--- src/rtl/csp_pkg.sv ---
// Shared types and constants of the Chebyshev series product block.
package csp_pkg;

  localparam int COEF_W     = 32;
  localparam int DEG_W      = 4;
  localparam int IDX_W      = 5;
  localparam int PROD_W     = 2 * COEF_W;
  localparam int ACC_W      = 72;
  localparam int FRAC_SHIFT = 25;

  localparam logic [DEG_W-1:0]  DEGREE_RESET = DEG_W'(14);
  localparam logic [ACC_W-1:0]  ROUND_BIAS   = ACC_W'(1) << (FRAC_SHIFT - 1);
  localparam logic [COEF_W-1:0] SAT_POS      = {1'b0, {(COEF_W-1){1'b1}}};
  localparam logic [COEF_W-1:0] SAT_NEG      = {1'b1, {(COEF_W-1){1'b0}}};

  typedef struct packed {
    logic signed [COEF_W-1:0] coef_f;
    logic signed [COEF_W-1:0] coef_g;
  } coef_in_t;

  typedef struct packed {
    logic [IDX_W-1:0]         product_index;
    logic signed [COEF_W-1:0] product_coef;
    logic                     saturated;
    logic                     last_result;
  } coef_out_t;

  // Tag that travels with each product through the multiply pipeline.
  typedef struct packed {
    logic             valid;
    logic             first;
    logic             last_term;
    logic             last_coef;
    logic [IDX_W-1:0] idx;
  } term_tag_t;

endpackage

--- src/rtl/chebyshev_series_product.sv ---
// Top level of the Chebyshev series product block.
//
// Usage: write degree through cfg_we/cfg_data while the block is idle, then send
// the coefficient pairs (f_k, g_k) for k = 0..D one word per accepted start
// (start high while busy is low). D is degree, clamped to MAX_DEGREE.
// Pairs are taken back to back, one per cycle, into two coefficient RAMs.
// The word that completes the set raises busy. A sequencer then feeds one
// product f_i*g_j per cycle from the RAMs into a single multiply-accumulate;
// that one multiplier sets the rate. The last product passes the RAM read
// register, the product register and the accumulator to the result register.
// The 2*D+1 coefficients appear in index order, each for one cycle with
// result_strobe high; the receiver cannot stall, so no result is held back.
// busy falls the cycle after the word flagged last_result, and from then on
// the pairs of the next set can be accepted.
// Reset is synchronous: it returns to loading at index 0 with degree 14 and
// raises busy while it is asserted; the RAM contents are not cleared.
module chebyshev_series_product #(
  parameter int MAX_DEGREE = 15
) (
  input  logic                      clk,
  input  logic                      rst,
  input  logic                      start,
  output logic                      busy,
  input  csp_pkg::coef_in_t         operand,
  input  logic                      cfg_we,
  input  logic [csp_pkg::DEG_W-1:0] cfg_data,
  output logic                      result_strobe,
  output csp_pkg::coef_out_t        result
);
  import csp_pkg::*;

  localparam int DEPTH = MAX_DEGREE + 1;
  localparam int AW    = $clog2(DEPTH);

  logic              wr_en;
  logic [AW-1:0]     wr_addr;
  logic [AW-1:0]     rd_addr_f;
  logic [AW-1:0]     rd_addr_g;
  logic [COEF_W-1:0] f_data;
  logic [COEF_W-1:0] g_data;
  logic              set_done;
  term_tag_t         tag;

  assign set_done = result_strobe && result.last_result;

  csp_seq #(
    .MAX_DEGREE (MAX_DEGREE),
    .AW         (AW)
  ) u_seq (
    .clk       (clk),
    .rst       (rst),
    .start     (start),
    .cfg_we    (cfg_we),
    .cfg_data  (cfg_data),
    .set_done  (set_done),
    .busy      (busy),
    .wr_en     (wr_en),
    .wr_addr   (wr_addr),
    .rd_addr_f (rd_addr_f),
    .rd_addr_g (rd_addr_g),
    .tag       (tag)
  );

  csp_ram #(
    .WIDTH (COEF_W),
    .DEPTH (DEPTH)
  ) u_ram_f (
    .clk   (clk),
    .we    (wr_en),
    .waddr (wr_addr),
    .wdata (operand.coef_f),
    .raddr (rd_addr_f),
    .rdata (f_data)
  );

  csp_ram #(
    .WIDTH (COEF_W),
    .DEPTH (DEPTH)
  ) u_ram_g (
    .clk   (clk),
    .we    (wr_en),
    .waddr (wr_addr),
    .wdata (operand.coef_g),
    .raddr (rd_addr_g),
    .rdata (g_data)
  );

  csp_mac u_mac (
    .clk           (clk),
    .rst           (rst),
    .tag           (tag),
    .f_data        (f_data),
    .g_data        (g_data),
    .result_strobe (result_strobe),
    .result        (result)
  );

endmodule

--- src/rtl/csp_ram.sv ---
// Generic simple dual-port RAM with one write port and a registered read port.
module csp_ram #(
  parameter int WIDTH = 32,
  parameter int DEPTH = 16
) (
  input  logic                     clk,
  input  logic                     we,
  input  logic [$clog2(DEPTH)-1:0] waddr,
  input  logic [WIDTH-1:0]         wdata,
  input  logic [$clog2(DEPTH)-1:0] raddr,
  output logic [WIDTH-1:0]         rdata
);

  logic [WIDTH-1:0] mem [DEPTH];

  always_ff @(posedge clk) begin
    if (we) begin
      mem[waddr] <= wdata;
    end
    rdata <= mem[raddr];
  end

endmodule

--- src/rtl/csp_seq.sv ---
// Load control and term sequencer: walks the index pairs of every product coefficient.
module csp_seq #(
  parameter int MAX_DEGREE = 15,
  parameter int AW         = 4
) (
  input  logic                      clk,
  input  logic                      rst,
  input  logic                      start,
  input  logic                      cfg_we,
  input  logic [csp_pkg::DEG_W-1:0] cfg_data,
  input  logic                      set_done,
  output logic                      busy,
  output logic                      wr_en,
  output logic [AW-1:0]             wr_addr,
  output logic [AW-1:0]             rd_addr_f,
  output logic [AW-1:0]             rd_addr_g,
  output csp_pkg::term_tag_t        tag
);
  import csp_pkg::*;

  localparam logic [1:0] S_LOAD  = 2'd0;
  localparam logic [1:0] S_RUN   = 2'd1;
  localparam logic [1:0] S_DRAIN = 2'd2;

  logic [1:0]       state;
  logic [DEG_W-1:0] degree;
  logic [DEG_W-1:0] d_eff;
  logic [DEG_W-1:0] d_run;
  logic [IDX_W-1:0] load_count;
  logic [IDX_W-1:0] n;
  logic [IDX_W-1:0] i;
  logic             phase_b;
  logic             mirror;
  logic             first;

  logic             accept;
  logic             complete;
  logic [IDX_W-1:0] dw;
  logic [IDX_W-1:0] top;
  logic [IDX_W-1:0] hi_n;
  logic [IDX_W-1:0] n_inc;
  logic [IDX_W-1:0] lo_next;
  logic [IDX_W-1:0] f_idx;
  logic [IDX_W-1:0] g_idx;
  logic             last_term;

  assign busy     = rst || (state != S_LOAD);
  assign accept   = start && !busy;
  assign d_eff    = ({1'b0, degree} > IDX_W'(MAX_DEGREE)) ? DEG_W'(MAX_DEGREE) : degree;
  assign complete = load_count >= {1'b0, d_eff};

  assign wr_en   = accept;
  assign wr_addr = (load_count <= IDX_W'(MAX_DEGREE)) ? load_count[AW-1:0] : AW'(MAX_DEGREE);

  assign dw      = {1'b0, d_run};
  assign top     = {d_run, 1'b0};
  assign n_inc   = n + IDX_W'(1);
  assign lo_next = (n_inc > dw) ? (n_inc - dw) : '0;

  // Coefficient zero sums the diagonal in the first phase and adds f0*g0 once more in the
  // second; other coefficients take sum pairs, then both difference pairs if n <= D.
  always_comb begin
    hi_n = (n == '0) ? dw : ((n < dw) ? n : dw);
    if (!phase_b) begin
      f_idx = i;
      g_idx = (n == '0) ? i : (n - i);
    end else begin
      f_idx = mirror ? (i - n) : i;
      g_idx = mirror ? i : (i - n);
    end
    if (phase_b) begin
      last_term = (n == '0) || (mirror && (i == dw));
    end else begin
      last_term = (n != '0) && (n > dw) && (i == hi_n);
    end
  end

  assign rd_addr_f     = f_idx[AW-1:0];
  assign rd_addr_g     = g_idx[AW-1:0];
  assign tag.valid     = (state == S_RUN);
  assign tag.first     = first;
  assign tag.last_term = last_term;
  assign tag.last_coef = (n == top);
  assign tag.idx       = n;

  always_ff @(posedge clk) begin
    if (rst) begin
      state      <= S_LOAD;
      degree     <= DEGREE_RESET;
      load_count <= '0;
      d_run      <= '0;
      n          <= '0;
      i          <= '0;
      phase_b    <= 1'b0;
      mirror     <= 1'b0;
      first      <= 1'b0;
    end else begin
      if (cfg_we) begin
        degree <= cfg_data;
      end
      unique case (state)
        S_LOAD: begin
          if (accept) begin
            if (complete) begin
              load_count <= '0;
              d_run      <= d_eff;
              n          <= '0;
              i          <= '0;
              phase_b    <= 1'b0;
              mirror     <= 1'b0;
              first      <= 1'b1;
              state      <= S_RUN;
            end else begin
              load_count <= load_count + IDX_W'(1);
            end
          end
        end
        S_RUN: begin
          if (last_term) begin
            if (n == top) begin
              state <= S_DRAIN;
              first <= 1'b0;
            end else begin
              n       <= n_inc;
              i       <= lo_next;
              phase_b <= 1'b0;
              mirror  <= 1'b0;
              first   <= 1'b1;
            end
          end else begin
            first <= 1'b0;
            if (!phase_b) begin
              if (i == hi_n) begin
                phase_b <= 1'b1;
                i       <= n;
                mirror  <= 1'b0;
              end else begin
                i <= i + IDX_W'(1);
              end
            end else if (!mirror) begin
              mirror <= 1'b1;
            end else begin
              i      <= i + IDX_W'(1);
              mirror <= 1'b0;
            end
          end
        end
        S_DRAIN: begin
          if (set_done) begin
            state <= S_LOAD;
          end
        end
        default: begin
          state <= S_LOAD;
        end
      endcase
    end
  end

endmodule

--- src/rtl/csp_mac.sv ---
// Multiply-accumulate pipeline with rounding and saturation of each product coefficient.
module csp_mac (
  input  logic                       clk,
  input  logic                       rst,
  input  csp_pkg::term_tag_t         tag,
  input  logic [csp_pkg::COEF_W-1:0] f_data,
  input  logic [csp_pkg::COEF_W-1:0] g_data,
  output logic                       result_strobe,
  output csp_pkg::coef_out_t         result
);
  import csp_pkg::*;

  localparam int SIGN_BITS = ACC_W - FRAC_SHIFT - COEF_W + 1;

  term_tag_t                tag1;
  term_tag_t                tag2;
  term_tag_t                tag3;
  logic signed [PROD_W-1:0] prod;
  logic [ACC_W-1:0]         acc;
  logic [ACC_W-1:0]         acc_next;
  logic [ACC_W-1:0]         rnd;
  logic                     fits;

  assign acc_next = (tag2.first ? '0 : acc) + {{(ACC_W-PROD_W){prod[PROD_W-1]}}, prod};
  assign rnd      = acc + ROUND_BIAS;
  // The rounded value fits in 32 bits when every bit above its sign agrees with it.
  assign fits     = rnd[ACC_W-1:FRAC_SHIFT+COEF_W-1]
                    == {SIGN_BITS{rnd[FRAC_SHIFT+COEF_W-1]}};

  always_ff @(posedge clk) begin
    if (rst) begin
      tag1          <= '0;
      tag2          <= '0;
      tag3          <= '0;
      acc           <= '0;
      result_strobe <= 1'b0;
    end else begin
      tag1          <= tag;
      tag2          <= tag1;
      tag3          <= tag2;
      result_strobe <= tag3.valid && tag3.last_term;
      if (tag2.valid) begin
        acc <= acc_next;
      end
    end
  end

  always_ff @(posedge clk) begin
    prod <= $signed(f_data) * $signed(g_data);
    if (tag3.valid && tag3.last_term) begin
      result.product_index <= tag3.idx;
      result.product_coef  <= fits ? rnd[FRAC_SHIFT+COEF_W-1:FRAC_SHIFT]
                                   : (rnd[ACC_W-1] ? SAT_NEG : SAT_POS);
      result.saturated     <= !fits;
      result.last_result   <= tag3.last_coef;
    end
  end

endmodule

--- config.mk ---
export PLATFORM = sky130hd
export DESIGN_NAME = chebyshev_series_product
export DESIGN_NICKNAME = d
export VERILOG_FILES = /design/src/rtl/csp_pkg.sv /design/src/rtl/chebyshev_series_product.sv /design/src/rtl/csp_ram.sv /design/src/rtl/csp_seq.sv /design/src/rtl/csp_mac.sv
export SDC_FILE = /design/constraint.sdc
export NUM_CORES = 2
export LEC_CHECK = 0
export BUFFER_PORTS_ARGS = -buffer_cell sky130_fd_sc_hd__buf_2
export CAP_MARGIN = 0
export CORE_UTILIZATION = 52
export DETAILED_ROUTE_END_ITERATION = 10
export GPL_ROUTABILITY_DRIVEN = 0
export PLACE_DENSITY = 0.65
export SKIP_LAST_GASP = 1
export SLEW_MARGIN = 20
export SYNTH_ARGS = -nofsm -noshare
export SYNTH_HDL_FRONTEND = slang
export SYNTH_SLANG_ARGS = --single-unit
--- constraint.sdc ---
create_clock -name clk -period 11.6 [get_ports clk]
set_input_delay 2.32 -clock clk [delete_from_list [all_inputs] [get_ports clk]]
set_output_delay 2.32 -clock clk [all_outputs]
set_load 0.03 [all_outputs]
==> flow_summary.toml <==
[floorplanning]
initial_core_util_pct = 52.6
num_rows = 152
core_sq_mm = 0.172
dieArea_sq_mm = 0.176
die_x_um = 420
die_y_um = 420
boundaryPins = 113

[timing]
period_share_pct = 79.3
worstMarginPinSlew_ns = 1.07
hold_viol = 0
slew_headroom_pct = 28.4
slew_viol_final = 0
fin_setup_tns_ns = 0
fin_crit_ns = 9.20
hold_ws_ns = 0.402
rsz0062_at_grt = "false"
finClkSkew_ns = 0.0585
setup_viol = 0
fmax_ghz = 0.109

[placed_design]
dp.cells = 9758
dp_hpwl_mm = 146
io_buffer_count = 112

[global_route]
grt_pass1_wl_mm = 345
grt_use_total_pct = 25.5
grt_pass1_vias = 59424
grt_max_degree = 200
antenna_found_initial = 15
overflow = 0

[logic_synthesis]
seq_area_frac_synth_pct = 40.8
syn_area_per_cell_sq_um = 11.9
ys_ff_latch = 1318
synth_flop_cell = "edfxtp_1"
syn-num-nets = 9085
yosysWarnings = 0
synthesis.area_sq_mm = 0.0906
synth_cell_types = 88
netlist_instances = 7648
synth_edf_count = 1063
synthArstFlopShare_pct = 0

[worst_setup_path]
critical_path_required_ns = 12.25
slowest_stage = "fa_1"
cp_max_fo = 21
cp_slowest_stage_delay_ns = 1.11
cp_common_cell = "fa_1"
crit_end = "u_mac.prod[62]"
path_class = "reg -> reg"
cp-start-kind = "flop"
reg2reg_depth = 24
cp_cell_sequence = "nand2_1 -> inv_1 -> fa_1 -> inv_1 -> fa_1 -> inv_1 -> fa_1 -> fa_1 -> inv_1 -> fa_1 -> inv_1 -> fa_1 -> fa_1 -> fa_1 -> ha_1 -> and3_1 -> nand4b_1 -> a211oi_1 -> o2111ai_1 -> a41oi_1 -> nand2_1 -> o311a_1 -> mux2i_1 -> nand3_1"
critical-path-top-delay-family = "adder cells"
cp.depth = 24
r2r_start = "u_ram_f.rdata[31]"
cp.buffers_inverters = 5
reg2reg_to = "u_mac.prod[62]"
worstPathArrival_ns = 9.85
ff2ff_setup_slack_ns = 2.40
critPathLaunch = "u_ram_f.rdata[31]"
cp-end-kind = "flop"

[route]
drcViolationCount = 0
ant_nets = 0
drt-initial-drc-count = 4601
routed_wl_mm = 218
via_per_inst = 5.67
vias = 56794
wl_per_cell_um = 21.8
drt-pass1-iter-count = 6

[final_layout]
fin_cells = 10019
fin_util_pct = 57.0
final_cell_mix = "inv_1, fa_1, edfxtp_1, nand2_1, and2_1"
layout_commonest_cell = "inv_1"
final_net_count = 9026
area_growth_pct = 8.45
drive_gt1_share_pct = 8.83

[clocking]
cts_hold_buf = 0
cts_buffers = 139
cts_num_sinks = 1318
clk_latency_ns = 0.83
clock_tree.buffer_depth = 3
root_buffer = "clkbuf_16"
cts_resized = 0
clk_pin_slew_ns = 0.08
post-cts-setup-buffers = 0
htreeDepth = 4
cts_tree = "built"

[run]
drv_cap = 0

[outcome]
outcome = "finished clean"

[worst_hold_path]
hp-class = "reg -> reg"
synth_stat cells (all sizes together), types with 10 or more instances:
cell type / count / share of area (%)
nand4: 38 / 0.29
dfxtp: 255 / 5.6
mux2i: 60 / 0.66
o211ai: 11 / 0.097
xor2: 78 / 0.75
inv: 1090 / 4.5
a31oi: 86 / 0.60
a21oi: 268 / 1.6
a211oi: 183 / 1.5
nor2: 197 / 0.82
a311oi: 67 / 0.65
and2: 650 / 4.5
nor3: 33 / 0.18
ha: 279 / 3.9
nor4: 10 / 0.069
edfxtp: 1063 / 35
nand2b: 30 / 0.21
o21a: 18 / 0.15
and3: 29 / 0.20
nand2: 891 / 3.7
buf: 31 / 0.18
xnor2: 120 / 1.2
mux4: 160 / 4.0
o21ai: 112 / 0.62
a21o: 74 / 0.61
o21bai: 29 / 0.24
clkbuf: 394 / 1.6
fa: 1086 / 24
nand3: 59 / 0.33
nor2b: 110 / 0.76
worst min path at each step:
stage / to / depth (start not counted) / start / slack, ns
floorplan: u_mac.result[0] / 0 / u_mac.tag3[5] / 0.39
global placement: u_mac.result[0] / 0 / u_mac.tag3[5] / 0.39
detailed placement: u_mac.result[38] / 0 / u_mac.tag3[4] / 0.39
CTS: u_mac.result[38] / 0 / u_mac.tag3[4] / 0.41
global route: u_mac.result[38] / 0 / u_mac.tag3[4] / 0.41
finish: u_mac.result[38] / 0 / u_mac.tag3[4] / 0.40
registers in the layout (all words and copies together) (netlist names), 5 cells and up:
register / cells
u_seq.n: 5
u_ram_g.mem: 512
u_mac.tag1: 9
u_mac.tag2: 9
u_mac.acc: 72
u_ram_f.rdata: 32
u_seq.load_count: 5
u_ram_f.mem: 512
u_mac.result: 39
u_ram_g.rdata: 32
u_mac.tag3: 8
u_seq.i: 5
u_mac.prod: 64
kinds of logic after synthesis:
family | synth area share, %
and+or+nand+nor | 11.4
buffers and inverters | 6.33
adders and majority gates | 27.8
DFF | 40.8
AOI/OAI and AO/OA | 6.95
muxes | 4.68
xor gates and xnor gates | 1.91
routing by layer:
| layer | global-route usage [%] | up-vias | wire, um |
|---|---|---|---|
| met4 | 6.53 | 18 | 5080 |
| li1 | - | 25241 | - |
| met2 | 40.6 | 2080 | 102000 |
| met5 | 0 | - | 104 |
| met3 | 5.37 | 364 | 17400 |
| met1 | 35.7 | 29091 | 93400 |
stage by stage:
stage | setup slack [ns] | area (sq um)
6_report | 2.40 | 98300
5_1_grt | 1.81 | 98300
4_1_cts | 2.20 | 98300
3_5_place_dp | 2.24 | 93600
3_3_place_gp | 2.29 | 93600
2_1_floorplan | 3.74 | 90600
layout make-up:
class / instances / area (sq um)
tap: 2310 / 2890
fill: 14229 / 74000
antenna: 1 / 2.50
sequential: 1318 / 37000
clock inverter: 74 / 931
multi-input combinational: 4815 / 48100
timing repair buffer: 225 / 1450
inverter: 1090 / 4090
clock buffer: 186 / 3790
Power is left out: the tool's default activity adds up to more than one toggle a clock period on the data nets, which glitch-free logic cannot reach.
